$ cat config.mk
export PLATFORM = sky130hd
export DESIGN_NAME = calendar_date_stepper
export DESIGN_NICKNAME = d
export VERILOG_FILES = /design/src/sv/cds_pkg.sv /design/src/sv/cds_ctrl.sv /design/src/sv/cds_datapath.sv /design/src/sv/calendar_date_stepper.sv
export SDC_FILE = /design/constraint.sdc
export NUM_CORES = 1
export LEC_CHECK = 0
export ABC_CLOCK_PERIOD_IN_PS = 17390
export BUFFER_PORTS_ARGS = -buffer_cell sky130_fd_sc_hd__buf_4
export CAP_MARGIN = 10
export CORE_MARGIN = 3
export CORE_UTILIZATION = 60
export CTS_BUF_LIST = sky130_fd_sc_hd__clkbuf_2 sky130_fd_sc_hd__clkbuf_4 sky130_fd_sc_hd__clkbuf_8
export DETAILED_ROUTE_END_ITERATION = 12
export PLACE_DENSITY = 0.83
export SETUP_SLACK_MARGIN = 0.5
export SKIP_LAST_GASP = 1
export SYNTH_ARGS = -nofsm -noshare
export SYNTH_HDL_FRONTEND = slang
export SYNTH_SLANG_ARGS = --single-unit
$ cat constraint.sdc
create_clock -name clock -period 17.39 [get_ports clock]
set_input_delay 3.478 -clock clock [delete_from_list [all_inputs] [get_ports clock]]
set_output_delay 3.478 -clock clock [all_outputs]
set_load 0.1 [all_outputs]
$ cat src/sv/cds_pkg.sv
package cds_pkg;

   // Field widths of the request and response beats
   localparam int DAY_W        = 5;
   localparam int MONTH_W      = 4;
   localparam int YEAR_W       = 14;
   localparam int COUNT_W      = 16;
   localparam int ORDER_W      = 2;
   localparam int DIST_W       = 22;
   localparam int OPCODE_W     = 2;
   localparam int REQ_DATA_W   = 40;
   localparam int RSP_DATA_W   = 56;

   // Defaults for the top-level parameters
   localparam int COUNT_BITS_DEF = 16;
   localparam int YEAR_MAX_DEF   = 9999;

   // Divisibility by 25 on a year: multiply by the inverse of 25 modulo 2^YEAR_W
   // and compare with the largest quotient that fits
   localparam logic [YEAR_W-1:0] INV25     = YEAR_W'(7209);
   localparam logic [YEAR_W-1:0] DIV25_TOP = YEAR_W'(((1 << YEAR_W) - 1) / 25);

   typedef enum logic [OPCODE_W-1:0] {
      OP_LOAD = 2'd0,
      OP_ADD  = 2'd1,
      OP_SUB  = 2'd2,
      OP_DIST = 2'd3
   } opcode_type;

   typedef enum logic [ORDER_W-1:0] {
      ORD_EQUAL   = 2'd0,
      ORD_LATER   = 2'd1,
      ORD_EARLIER = 2'd2
   } order_type;

   // Controller to datapath
   typedef struct packed {
      logic start;
      logic step;
      logic finish;
   } cmd_type;

   // Datapath to controller
   typedef struct packed {
      logic done;
   } status_type;

   // Gregorian leap rule: by 4, but centuries only when also by 400
   function automatic logic is_leap(input logic [YEAR_W-1:0] y);
      logic [YEAR_W-1:0] r;
      logic              div4;
      logic              div16;
      logic              div25;
      r     = y * INV25;
      div4  = (y[1:0] == 2'd0);
      div16 = (y[3:0] == 4'd0);
      div25 = (r <= DIV25_TOP);
      return div4 && (!div25 || div16);
   endfunction

   // Length of a month; zero for a month number that does not exist
   function automatic logic [DAY_W-1:0] month_days(input logic [MONTH_W-1:0] m,
                                                   input logic leap);
      logic [DAY_W-1:0] len;
      case (m)
         4'd2:                                   len = leap ? 5'd29 : 5'd28;
         4'd4, 4'd6, 4'd9, 4'd11:                len = 5'd30;
         4'd1, 4'd3, 4'd5, 4'd7, 4'd8, 4'd10, 4'd12: len = 5'd31;
         default:                                len = 5'd0;
      endcase
      return len;
   endfunction

   function automatic logic date_ok(input logic [DAY_W-1:0]   d,
                                    input logic [MONTH_W-1:0] m,
                                    input logic [YEAR_W-1:0]  y,
                                    input logic [YEAR_W-1:0]  y_max);
      logic yr_ok;
      logic mo_ok;
      yr_ok = (y != '0) && (y <= y_max);
      mo_ok = (m != '0) && (m <= 4'd12);
      return yr_ok && mo_ok && (d != '0) && (d <= month_days(m, is_leap(y)));
   endfunction

endpackage

$ cat src/sv/cds_ctrl.sv
module cds_ctrl (
   input  logic                 clock,
   input  logic                 reset,
   input  logic                 req_tvalid,
   output logic                 req_tready,
   output logic                 rsp_tvalid,
   input  logic                 rsp_tready,
   output cds_pkg::cmd_type     cmd,
   input  cds_pkg::status_type  status
);

   typedef enum logic [1:0] {
      S_IDLE = 2'b01,
      S_EXEC = 2'b10
   } state_type;

   state_type state_ff;
   state_type state_in;
   logic      rsp_valid_ff;
   logic      rsp_valid_in;
   logic      slot_free;

   assign req_tready = (state_ff == S_IDLE);
   assign rsp_tvalid = rsp_valid_ff;
   assign slot_free  = !rsp_valid_ff || rsp_tready;

   // Sequence one item: take it, step until done, then hand over the result
   always_comb begin
      state_in   = state_ff;
      cmd.start  = 1'b0;
      cmd.step   = 1'b0;
      cmd.finish = 1'b0;
      case (state_ff)
         S_IDLE: begin
            if (req_tvalid) begin
               cmd.start = 1'b1;
               state_in  = S_EXEC;
            end
         end
         S_EXEC: begin
            if (!status.done) begin
               cmd.step = 1'b1;
            end else if (slot_free) begin
               cmd.finish = 1'b1;
               state_in   = S_IDLE;
            end
         end
         default: state_in = S_IDLE;
      endcase
   end

   // Load the output slot on finish, drop it once taken
   always_comb begin
      if (cmd.finish) begin
         rsp_valid_in = 1'b1;
      end else if (rsp_tready) begin
         rsp_valid_in = 1'b0;
      end else begin
         rsp_valid_in = rsp_valid_ff;
      end
   end

   always_ff @(posedge clock) begin
      if (reset) begin
         state_ff     <= S_IDLE;
         rsp_valid_ff <= 1'b0;
      end else begin
         state_ff     <= state_in;
         rsp_valid_ff <= rsp_valid_in;
      end
   end

endmodule

$ cat src/sv/cds_datapath.sv
module cds_datapath #(
   parameter int COUNT_BITS = cds_pkg::COUNT_BITS_DEF,
   parameter int YEAR_MAX   = cds_pkg::YEAR_MAX_DEF
) (
   input  logic                            clock,
   input  logic                            reset,
   input  cds_pkg::cmd_type                cmd,
   output cds_pkg::status_type             status,
   input  logic [cds_pkg::OPCODE_W-1:0]    in_opcode,
   input  logic [cds_pkg::DAY_W-1:0]       in_day,
   input  logic [cds_pkg::MONTH_W-1:0]     in_month,
   input  logic [cds_pkg::YEAR_W-1:0]      in_year,
   input  logic [cds_pkg::COUNT_W-1:0]     in_count,
   output logic [cds_pkg::DAY_W-1:0]       out_day,
   output logic [cds_pkg::MONTH_W-1:0]     out_month,
   output logic [cds_pkg::YEAR_W-1:0]      out_year,
   output logic [cds_pkg::ORDER_W-1:0]     out_order,
   output logic [cds_pkg::DIST_W-1:0]      out_distance,
   output logic                            out_at_limit,
   output logic                            out_bad_date
);

   localparam int CNT_W = (COUNT_BITS < cds_pkg::COUNT_W) ? COUNT_BITS : cds_pkg::COUNT_W;
   localparam logic [cds_pkg::YEAR_W-1:0] YEAR_TOP = cds_pkg::YEAR_W'(YEAR_MAX);
   localparam int KEY_W = cds_pkg::YEAR_W + cds_pkg::MONTH_W + cds_pkg::DAY_W;

   // Stored date
   logic [cds_pkg::DAY_W-1:0]   cur_d_ff, cur_d_in;
   logic [cds_pkg::MONTH_W-1:0] cur_m_ff, cur_m_in;
   logic [cds_pkg::YEAR_W-1:0]  cur_y_ff, cur_y_in;

   // Walking date, given date and item context
   logic [cds_pkg::DAY_W-1:0]   wrk_d_ff, wrk_d_in;
   logic [cds_pkg::MONTH_W-1:0] wrk_m_ff, wrk_m_in;
   logic [cds_pkg::YEAR_W-1:0]  wrk_y_ff, wrk_y_in;
   logic [cds_pkg::DAY_W-1:0]   gvn_d_ff;
   logic [cds_pkg::MONTH_W-1:0] gvn_m_ff;
   logic [cds_pkg::YEAR_W-1:0]  gvn_y_ff;
   cds_pkg::opcode_type         op_ff;
   cds_pkg::order_type          ord_ff;
   logic [CNT_W-1:0]            cnt_ff;
   logic [cds_pkg::DIST_W-1:0]  dist_ff;
   logic                        bad_ff;

   // Result slot
   logic [cds_pkg::DAY_W-1:0]   out_d_ff;
   logic [cds_pkg::MONTH_W-1:0] out_m_ff;
   logic [cds_pkg::YEAR_W-1:0]  out_y_ff;
   logic [cds_pkg::ORDER_W-1:0] out_ord_ff;
   logic [cds_pkg::DIST_W-1:0]  out_dist_ff;
   logic                        out_lim_ff;
   logic                        out_bad_ff;

   logic [KEY_W-1:0]            cur_key;
   logic [KEY_W-1:0]            in_key;
   logic [KEY_W-1:0]            wrk_key;
   logic [KEY_W-1:0]            gvn_key;
   logic                        wrk_leap;
   logic [cds_pkg::DAY_W-1:0]   wrk_len;
   logic [cds_pkg::DAY_W-1:0]   prev_len;
   logic [cds_pkg::DAY_W-1:0]   nxt_d, prv_d;
   logic [cds_pkg::MONTH_W-1:0] nxt_m, prv_m;
   logic [cds_pkg::YEAR_W-1:0]  nxt_y, prv_y;
   logic                        at_top;
   logic                        at_first;
   logic                        go_back;
   logic                        is_step_op;

   assign cur_key  = {cur_y_ff, cur_m_ff, cur_d_ff};
   assign in_key   = {in_year, in_month, in_day};
   assign wrk_key  = {wrk_y_ff, wrk_m_ff, wrk_d_ff};
   assign gvn_key  = {gvn_y_ff, gvn_m_ff, gvn_d_ff};
   assign at_top   = (wrk_key == {YEAR_TOP, 4'd12, 5'd31});
   assign at_first = (wrk_key == {cds_pkg::YEAR_W'(1), 4'd1, 5'd1});
   assign is_step_op = (op_ff == cds_pkg::OP_ADD) || (op_ff == cds_pkg::OP_SUB);

   // Next and previous calendar day of the walking date
   assign wrk_leap = cds_pkg::is_leap(wrk_y_ff);
   assign wrk_len  = cds_pkg::month_days(wrk_m_ff, wrk_leap);
   assign prev_len = cds_pkg::month_days(wrk_m_ff - 4'd1, wrk_leap);

   always_comb begin
      nxt_d = wrk_d_ff + 5'd1;
      nxt_m = wrk_m_ff;
      nxt_y = wrk_y_ff;
      if (wrk_d_ff >= wrk_len) begin
         nxt_d = 5'd1;
         if (wrk_m_ff == 4'd12) begin
            nxt_m = 4'd1;
            nxt_y = wrk_y_ff + 14'd1;
         end else begin
            nxt_m = wrk_m_ff + 4'd1;
         end
      end
   end

   always_comb begin
      prv_d = wrk_d_ff - 5'd1;
      prv_m = wrk_m_ff;
      prv_y = wrk_y_ff;
      if (wrk_d_ff == 5'd1) begin
         if (wrk_m_ff == 4'd1) begin
            prv_d = 5'd31;
            prv_m = 4'd12;
            prv_y = wrk_y_ff - 14'd1;
         end else begin
            prv_d = prev_len;
            prv_m = wrk_m_ff - 4'd1;
         end
      end
   end

   // Item is complete when no step remains or a bound blocks the next one
   always_comb begin
      case (op_ff)
         cds_pkg::OP_LOAD: status.done = 1'b1;
         cds_pkg::OP_ADD:  status.done = (cnt_ff == '0) || at_top;
         cds_pkg::OP_SUB:  status.done = (cnt_ff == '0) || at_first;
         cds_pkg::OP_DIST: status.done = bad_ff || (wrk_key == gvn_key);
         default:          status.done = 1'b1;
      endcase
   end

   assign go_back = (op_ff == cds_pkg::OP_SUB) ||
                    ((op_ff == cds_pkg::OP_DIST) && (ord_ff == cds_pkg::ORD_LATER));

   always_comb begin
      wrk_d_in = wrk_d_ff;
      wrk_m_in = wrk_m_ff;
      wrk_y_in = wrk_y_ff;
      if (cmd.start) begin
         wrk_d_in = cur_d_ff;
         wrk_m_in = cur_m_ff;
         wrk_y_in = cur_y_ff;
      end else if (cmd.step) begin
         if (go_back) begin
            wrk_d_in = prv_d;
            wrk_m_in = prv_m;
            wrk_y_in = prv_y;
         end else begin
            wrk_d_in = nxt_d;
            wrk_m_in = nxt_m;
            wrk_y_in = nxt_y;
         end
      end
   end

   // Commit the stored date on finish
   always_comb begin
      cur_d_in = cur_d_ff;
      cur_m_in = cur_m_ff;
      cur_y_in = cur_y_ff;
      if (cmd.finish) begin
         if ((op_ff == cds_pkg::OP_LOAD) && !bad_ff) begin
            cur_d_in = gvn_d_ff;
            cur_m_in = gvn_m_ff;
            cur_y_in = gvn_y_ff;
         end else if (is_step_op) begin
            cur_d_in = wrk_d_ff;
            cur_m_in = wrk_m_ff;
            cur_y_in = wrk_y_ff;
         end
      end
   end

   always_ff @(posedge clock) begin
      if (reset) begin
         cur_d_ff <= 5'd1;
         cur_m_ff <= 4'd1;
         cur_y_ff <= 14'd1;
      end else begin
         cur_d_ff <= cur_d_in;
         cur_m_ff <= cur_m_in;
         cur_y_ff <= cur_y_in;
      end
   end

   // Capture the item, then walk
   always_ff @(posedge clock) begin
      if (reset) begin
         op_ff <= cds_pkg::OP_LOAD;
      end else if (cmd.start) begin
         op_ff <= cds_pkg::opcode_type'(in_opcode);
      end
   end

   always_ff @(posedge clock) begin
      wrk_d_ff <= wrk_d_in;
      wrk_m_ff <= wrk_m_in;
      wrk_y_ff <= wrk_y_in;
      if (cmd.start) begin
         gvn_d_ff <= in_day;
         gvn_m_ff <= in_month;
         gvn_y_ff <= in_year;
         cnt_ff   <= in_count[CNT_W-1:0];
         dist_ff  <= '0;
         bad_ff   <= !cds_pkg::date_ok(in_day, in_month, in_year, YEAR_TOP);
         if (cur_key > in_key) begin
            ord_ff <= cds_pkg::ORD_LATER;
         end else if (cur_key < in_key) begin
            ord_ff <= cds_pkg::ORD_EARLIER;
         end else begin
            ord_ff <= cds_pkg::ORD_EQUAL;
         end
      end else if (cmd.step) begin
         cnt_ff <= cnt_ff - 1'b1;
         if (dist_ff != '1) begin
            dist_ff <= dist_ff + 1'b1;
         end
      end
   end

   // Fill the result slot
   always_ff @(posedge clock) begin
      if (cmd.finish) begin
         out_d_ff    <= cur_d_in;
         out_m_ff    <= cur_m_in;
         out_y_ff    <= cur_y_in;
         out_lim_ff  <= is_step_op && (cnt_ff != '0);
         out_bad_ff  <= !is_step_op && bad_ff;
         if ((op_ff == cds_pkg::OP_DIST) && !bad_ff) begin
            out_ord_ff  <= ord_ff;
            out_dist_ff <= dist_ff;
         end else begin
            out_ord_ff  <= cds_pkg::ORD_EQUAL;
            out_dist_ff <= '0;
         end
      end
   end

   assign out_day      = out_d_ff;
   assign out_month    = out_m_ff;
   assign out_year     = out_y_ff;
   assign out_order    = out_ord_ff;
   assign out_distance = out_dist_ff;
   assign out_at_limit = out_lim_ff;
   assign out_bad_date = out_bad_ff;

endmodule

$ cat src/sv/calendar_date_stepper.sv
// Channel  Direction  Handshake               Payload
// req      in         req_tvalid/req_tready   tuser: opcode; tdata: date, day count
// rsp      out        rsp_tvalid/rsp_tready   tdata: date, order, distance, flags
//
// Load walks no days; add and subtract walk n days, where n is the count or the days
// left to the bound; distance walks the day gap.
// The one day-step unit advances or retreats the walking date by one day per cycle.
// Synchronous reset sets the stored date to 0001-01-01 and empties the result slot.
// One item is in work at a time; a new item is taken while a result waits, but it
// does not finish until the waiting result has been taken.
module calendar_date_stepper #(
   parameter int COUNT_BITS = cds_pkg::COUNT_BITS_DEF,
   parameter int YEAR_MAX   = cds_pkg::YEAR_MAX_DEF
) (
   input  logic                             clock,
   input  logic                             reset,
   input  logic                             req_tvalid,
   output logic                             req_tready,
   // [4:0] in_day, [8:5] in_month, [22:9] in_year, [38:23] day_count, [39] zero
   input  logic [cds_pkg::REQ_DATA_W-1:0]   req_tdata,
   // [1:0] opcode
   input  logic [cds_pkg::OPCODE_W-1:0]     req_tuser,
   output logic                             rsp_tvalid,
   input  logic                             rsp_tready,
   // [4:0] out_day, [8:5] out_month, [22:9] out_year, [24:23] order,
   // [46:25] distance, [47] at_limit, [48] bad_date, [55:49] zero
   output logic [cds_pkg::RSP_DATA_W-1:0]   rsp_tdata
);

   cds_pkg::cmd_type             cmd;
   cds_pkg::status_type          status;
   logic [cds_pkg::DAY_W-1:0]    out_day;
   logic [cds_pkg::MONTH_W-1:0]  out_month;
   logic [cds_pkg::YEAR_W-1:0]   out_year;
   logic [cds_pkg::ORDER_W-1:0]  out_order;
   logic [cds_pkg::DIST_W-1:0]   out_distance;
   logic                         out_at_limit;
   logic                         out_bad_date;

   cds_ctrl u_ctrl (
      .clock      (clock),
      .reset      (reset),
      .req_tvalid (req_tvalid),
      .req_tready (req_tready),
      .rsp_tvalid (rsp_tvalid),
      .rsp_tready (rsp_tready),
      .cmd        (cmd),
      .status     (status)
   );

   cds_datapath #(
      .COUNT_BITS (COUNT_BITS),
      .YEAR_MAX   (YEAR_MAX)
   ) u_datapath (
      .clock        (clock),
      .reset        (reset),
      .cmd          (cmd),
      .status       (status),
      .in_opcode    (req_tuser),
      .in_day       (req_tdata[4:0]),
      .in_month     (req_tdata[8:5]),
      .in_year      (req_tdata[22:9]),
      .in_count     (req_tdata[38:23]),
      .out_day      (out_day),
      .out_month    (out_month),
      .out_year     (out_year),
      .out_order    (out_order),
      .out_distance (out_distance),
      .out_at_limit (out_at_limit),
      .out_bad_date (out_bad_date)
   );

   // Pack the response beat
   assign rsp_tdata = {7'd0, out_bad_date, out_at_limit, out_distance, out_order,
                       out_year, out_month, out_day};

endmodule

; ---- Word-level counts from Yosys, hierarchy flattened
; Cells that the tools add are included.
[word_totals]
output_inout_bits = 58
wordCells = 194
ff_bits = 164
inputBits = 46
[classes]
n_eq_ne = 52
n_mux = 51
addsub = 8
reduce_logical = 50
multipliers = 2
n_lt_le_gt_ge = 8
[ops]
columns = operator, n
row1 = 14-bit 2-to-1 mux, 10
row2 = "4-bit == test, second input constant", 15
row3 = 5-bit 2-to-1 mux, 10
row4 = "4-bit by 3-bit == test with 1-bit output, second input constant", 12
row5 = 5-bit one-hot mux with 3 select lines, 3
row6 = 4-bit 2-to-1 mux, 10
row7 = 16-bit 2-to-1 mux, 2
row8 = "14-bit by 10-bit less-or-equal comparator with 1-bit output, second input constant", 2
row9 = "14-bit by 13-bit multiplier with 14-bit output, second input constant", 2
row10 = "4-bit by 2-bit == test with 1-bit output, second input constant", 6
row11 = "23-bit by 10-bit == test with 1-bit output, second input constant", 1
row12 = 23-bit == test, 1
row13 = "23-bit == test, second input constant", 1
row14 = 23-bit greater-than comparator, 1
row15 = 23-bit less-than comparator, 1
row16 = "22-bit by 1-bit adder with 22-bit output, second input constant", 1
row17 = "22-bit != test, second input constant", 1
row18 = 7-bit OR reduction, 3
row19 = 16-bit zero test, 1
row20 = 16-bit nonzero test, 1
row21 = "16-bit by 1-bit subtractor with 16-bit output, second input constant", 1
row22 = "14-bit by 1-bit adder with 14-bit output, second input constant", 1
row23 = "14-bit less-or-equal comparator, second input constant", 1
row24 = 14-bit nonzero test, 1
row25 = 32 further kinds, 83

; ---- Depth between registers and ports, before layout
[depth]
ltp_word = 12
mapped_depth = 24
depth_no_buf = 23

; ---- Modules after synthesis
; From an unflattened synthesis, not the netlist that was laid out.
[hier_totals]
cells_unflattened = 1131
hier_area_um2 = 11275.8
[modules_own_cells]
columns = module, seq_area_each_um2, area_each_um2, cells_each, n_inst
row1 = cds_datapath, 4364.2, 11051.8, 1105, 1
row2 = cds_ctrl, 60.1, 152.6, 16, 1
row3 = calendar_date_stepper, 0.0, 71.3, 10, 1

; ---- Worst setup path before layout
; No wires, ideal clock.
[synth_path]
kind = input -> register
start = input req_tdata[9] (netlist bit)
end = register u_datapath.bad_ff, data pin
setup_ps = 138
t_arrival_ps = 7647
setup_slack_ps = 9605
path_stages = 23
required_ps = 17252
n_path_buf = 0
path_cell_list = fa_1 > ha_1 > ha_1 > inv_1 > fa_1 > fa_1 > inv_1 > ha_1 > xor2_1 > nor2_1 > a21oi_1 > a2111oi_0 > nand3_1 > nor4_1 > a221oi_1 > ha_1 > nor2b_1 > o21ai_0 > nand2b_1 > a21oi_1 > nor2b_1 > o22ai_1 > nand4_1
[synth_via]
elab_chain_len = 11
elab_cells_between_ends = 18
classes_between = mul (1) / order compare (3) / mux (3) / reduce/logical (11)
[synth_lines]
columns = item, line
row1 = start: declaration, calendar_date_stepper.sv:20  ; input logic [cds_pkg::REQ_DATA_W-1:0] req_tdata,
row2 = 14-bit by 13-bit multiplier with 14-bit output, cds_pkg.sv:54  ; r = y * INV25;
row3 = 14-bit by 10-bit less-or-equal comparator with 1-bit output, cds_pkg.sv:57  ; div25 = (r <= DIV25_TOP);
row4 = 1-bit zero test, cds_pkg.sv:58  ; return div4 && (!div25 || div16);
row5 = 1-bit logical OR, cds_pkg.sv:58
row6 = 1-bit logical AND, cds_pkg.sv:58
row7 = 1-bit 2-to-1 mux, cds_pkg.sv:66  ; 4'd2: len = leap ? 5'd29 : 5'd28;
row8 = 5-bit one-hot mux with 3 select lines, cds_pkg.sv:65  ; case (m)
row9 = 5-bit 2-to-1 mux, cds_datapath.sv:191  ; if (cmd.start) begin
row10 = 5-bit less-or-equal comparator, cds_pkg.sv:82  ; return yr_ok && mo_ok && (d != '0) && (d <= month_days(m, is_leap(y)));
row11 = 1-bit logical AND *, cds_pkg.sv:82
row12 = 1-bit zero test *, cds_datapath.sv:197  ; bad_ff <= !cds_pkg::date_ok(in_day, in_month, in_year, YEAR_TOP);
row13 = end signal: assignment, cds_datapath.sv:197
row14 = end: declaration, cds_datapath.sv:43  ; logic bad_ff;
; Mark *: on every way between the ends. The rest lies on a longest branch, timed or not. The select of a mux whose other input is x is not followed.
; A chain may end at the register's enable or synchronous reset.

; ---- Worst setup path in the final report
; Ends and elaborated chain as after synthesis.

==> reports/summary.md <==
- count of vias placed by the detailed router: 9061
- number of flops mapped to enable cells by yosys: 114
- area of placed instances: 12300 sq um
- area of all placed cells without fillers: 12700 sq um
- buffer and inverter count on the worst path: 3
- initial antenna violation count: 0
- power dissipated by switching net loads: 0.000474 W
- post-CTS setup repair buffer count: 0
- gr usage total: 26.1%
- count of antenna-violating nets left after detailed routing: 0
- standard cell core area: 18400 sq um
- Hold Fails Final Rpt: 0
- global route overflow: 0
- worst clock skew: 0.0182 ns
- data arrival time of the critical path: 8.64 ns
- number of diodes added for antenna fixing: 0
- Final setup viols: 0
- Max Cap Violations: 0
- fraction of registers with async set or reset after synthesis: 0%
- portion of the clock cycle consumed by the worst path in the final layout: 47.7%
- port bufs: 95
- post-CTS sizing: 0
- run status: complete, no violations
- chain of cells forming the critical path: buf_4 > fa_1 > ha_1 > ha_1 > inv_1 > fa_1 > fa_1 > inv_1 > ha_1 > xor2_1 > nor2_1 > a21oi_1 > a2111oi_0 > nand3_1 > nor4_1 > a221oi_1 > ha_1 > nor2b_1 > o21ai_0 > nand2b_1 > a21oi_1 > nor2b_1 > o22ai_1 > nand4_1
- detailed-route wire length: 26.6 mm
- normalized max-slew margin: 23.7%
- Hold WS: 0.489 ns
- fraction of layout instances using a drive strength above 1: 12.0%
- Worst Setup Path Type: in -> reg
- time the worst path needs with I/O delays and setup: 8.30 ns
- biggest fanout along the worst timing path: 7
- critical path's slowest cell: sky130_fd_sc_hd__fa_1
- synthesis warning total: 0
- largest net degree at the start of global routing: 86
- hold buffers post-CTS: 0
- floorplan die width: 144 microns
- Critical Path Source Type: input port
- number of I/O pins: 104
- routed via count divided by cell count: 6.09
- number of iterations in the first detailed-routing pass: 7
- overall die height: 144 microns
- DR DRC count: 0
- count of state elements after synthesis: 164
- Worst Max-Slew Pin Slew: 1.14 ns
- die area: 20800 sq um
- mean routed wirelength per cell: 17.9 microns
- critical path required time: 17.73 ns
- commonest register cell after synthesis: sky130_fd_sc_hd__edfxtp_1
- Hold Path Class: reg -> reg
- CTS tree: built
- met3 Use GR: 3.64%
- Lkg Pwr: 5.28 nW
- Final HPWL DP: 19.6 mm
- slowest stage delay, CP: 0.56 ns
- number of clock sinks: 164
- area of the mapped netlist: 11500 sq um
- Worst-Skew Late Latency: 0.48 ns
- register-to-register path setup slack: 10.78 ns
- Top Usage Layer GRT: met2
- vias in the first global route: 8699
- combinational cell fraction of total power: 39.1%
- Final TNS setup: 0 ns
- layout overhead on the synthesized area: 10.8%
- mean post-synth cell area: 9.83 sq um
- Worst VDD drop: 69.1 uV
- met2 global-route usage: 43.4%
- Row Count: 49
- clock buffer count from CTS: 17
- Int Pwr: 0.000769 W
- total power draw: 0.00124 W
- relative contribution of sequential cells to total power: 38.4%
- starting utilization of the core area: 62.4%
- Worst path top cell family by delay: adder cells
- Worst-path clk slew: 0.10 ns
- Peak Freq: 121 MHz
- clock tree root buffer cell: sky130_fd_sc_hd__clkbuf_8
- number of filler instances in the final layout: 1361
- wire length of the first global-routing pass: 43.0 mm
- critical path's most frequent cell: sky130_fd_sc_hd__ha_1
- number of slew-limit violations in the final report: 0
- clock network power share: 22.5%
- number of nets at the end of the flow: 1451
- total power per unit cell area: 97.6 nW/um^2
- crit end category: register
- last weighted congestion value of the routability-driven placer: 0.870
- Yosys cell types: 70
- synthesized instance count: 1168
- H-tree Lvls: 4
- Max Root-Sink Buffers: 2
- RSZ-0062 raised after global routing: no
- number of DRC violations after detailed-routing iteration 0: 775
- sequential share of the synthesized area: 38.5%
- net switching fraction of the power: 38.1%
- met1 track utilization from global routing: 35.8%
cells in the mapped netlist, drive strengths merged, types with 3 or more instances:
master,instances,area (sq um)
nor3b,5,37.5
nand2,75,282
nor3,15,80.1
inv,118,443
and2,32,200
mux2i,7,70.1
xnor2,62,543
a211o,3,26.3
edfxtp,114,3420
nor2,79,297
a21boi,3,22.5
nand3,18,113
fa,23,460
nand2b,10,62.6
o22ai,26,163
nand4,26,163
o41ai,4,35.0
nand4b,3,26.3
a221oi,4,58.8
a31oi,8,50.1
or4,7,52.6
xor2,22,193
o211ai,6,45.0
o21bai,3,22.5
a211oi,29,230
ha,137,1710
o31ai,13,97.6
o21a,8,60.1
buf,27,161
nor2b,16,100
o21ai,41,216
a21o,11,82.6
and3,6,37.5
a21oi,77,389
nor4,15,106
clkbuf,23,86.3
dfxtp,50,1000
or3,14,87.6
worst register-to-register path: stages, from the launching register on:
cell	delay (ns)
sky130_fd_sc_hd__edfxtp_1	0.74
sky130_fd_sc_hd__fa_1	0.52
sky130_fd_sc_hd__ha_1	0.29
sky130_fd_sc_hd__ha_1	0.28
sky130_fd_sc_hd__inv_1	0.05
sky130_fd_sc_hd__fa_1	0.51
sky130_fd_sc_hd__fa_1	0.55
sky130_fd_sc_hd__inv_1	0.04
sky130_fd_sc_hd__ha_1	0.34
sky130_fd_sc_hd__inv_1	0.05
sky130_fd_sc_hd__a21boi_0	0.17
sky130_fd_sc_hd__mux2i_1	0.10
sky130_fd_sc_hd__nor4_1	0.25
sky130_fd_sc_hd__nand4b_1	0.24
sky130_fd_sc_hd__nand3_1	0.16
sky130_fd_sc_hd__a22oi_1	0.10
sky130_fd_sc_hd__ha_1	0.29
sky130_fd_sc_hd__nand2b_1	0.14
sky130_fd_sc_hd__a21o_1	0.17
sky130_fd_sc_hd__a21o_1	0.16
sky130_fd_sc_hd__a21o_1	0.17
sky130_fd_sc_hd__a21o_1	0.22
sky130_fd_sc_hd__a211oi_1	0.47
sky130_fd_sc_hd__a21oi_2	0.27
registers in the layout, indices dropped and copies added, names as in the netlist, 4 cells and up:
name	count
u_datapath.wrk_d_ff	5
u_datapath.wrk_y_ff	14
u_datapath.out_month	4
u_datapath.out_day	5
u_datapath.gvn_y_ff	14
u_datapath.out_distance	22
u_datapath.cur_y_ff	14
u_datapath.cur_m_ff	4
u_datapath.gvn_m_ff	4
u_datapath.out_year	14
u_datapath.wrk_m_ff	4
u_datapath.cur_d_ff	5
u_datapath.dist_ff	22
u_datapath.gvn_d_ff	5
u_datapath.cnt_ff	16
kinds of logic (layout without fill, tap and decap cells):
family	Yosys count	after routing	share of synthesized area, %
DFF	164	164	38.5
adders and majority gates	160	160	18.9
AOI/OAI and AO/OA	253	253	14.4
other	1	7	0.0327
muxes	7	7	0.610
and+or+nand+nor	329	329	14.9
buffers and inverters	169	253	6.05
xor gates and xnor gates	85	85	6.60
area by class of cell:
| class | count | area, sq um | area share [%] |
|---|---|---|---|
| multi-input cells | 841 | 6390 | 50.2 |
| flip-flops and latches | 164 | 4420 | 34.8 |
| repair buffers | 102 | 766 | 6.02 |
| inverters | 119 | 447 | 3.51 |
| well taps | 229 | 287 | 2.25 |
| clock buffers | 18 | 248 | 1.95 |
| clock inverters | 14 | 163 | 1.28 |
power by group through the flow:
stage	sequential, W	clock (W)	combinational (W)
floorplan	0.000477	0	0.000381
detailed placement	0.000484	0	0.000483
global placement	0.000484	0	0.000462
CTS	0.000476	0.000280	0.000487
finish	0.000477	0.000279	0.000486
global route	0.000480	0.000295	0.000554
per-stage QoR:
stage          instances  setup WS, ns  utilization, %
2_1_floorplan       1174          9.61               -
3_3_place_gp        1454          8.91            66.9
3_5_place_dp        1454          8.75            66.9
4_1_cts             1486          9.24            69.2
5_1_grt             1487          8.91            69.2
6_report            1487          9.09            69.2
metal layers:
metal	wire, microns	vias to the layer above
li1	-	4329
met1	11200	4319
met2	12800	364
met3	2080	49
met4	540	0
met5	0	-
worst paths after layout:
check | start | end | cells past startpoint
max | req_tdata[9] | u_datapath.bad_ff | 24
min | u_datapath.dist_ff[7] | u_datapath.dist_ff[7] | 1
max reg2reg | u_datapath.wrk_y_ff[1] | u_datapath.wrk_y_ff[13] | 23
min reg2reg | u_datapath.dist_ff[7] | u_datapath.dist_ff[7] | 1
placed cells by master (no fill, tap or decap), drive strengths merged, types with 41 or more instances in the layout:
cell type,instances
buf,102
a21oi,77
nand2,75
o21ai,41
ha,137
dfxtp,50
inv,124
edfxtp,114
nor2,79
xnor2,62
Note: power is estimated with default switching activity, not from simulation.
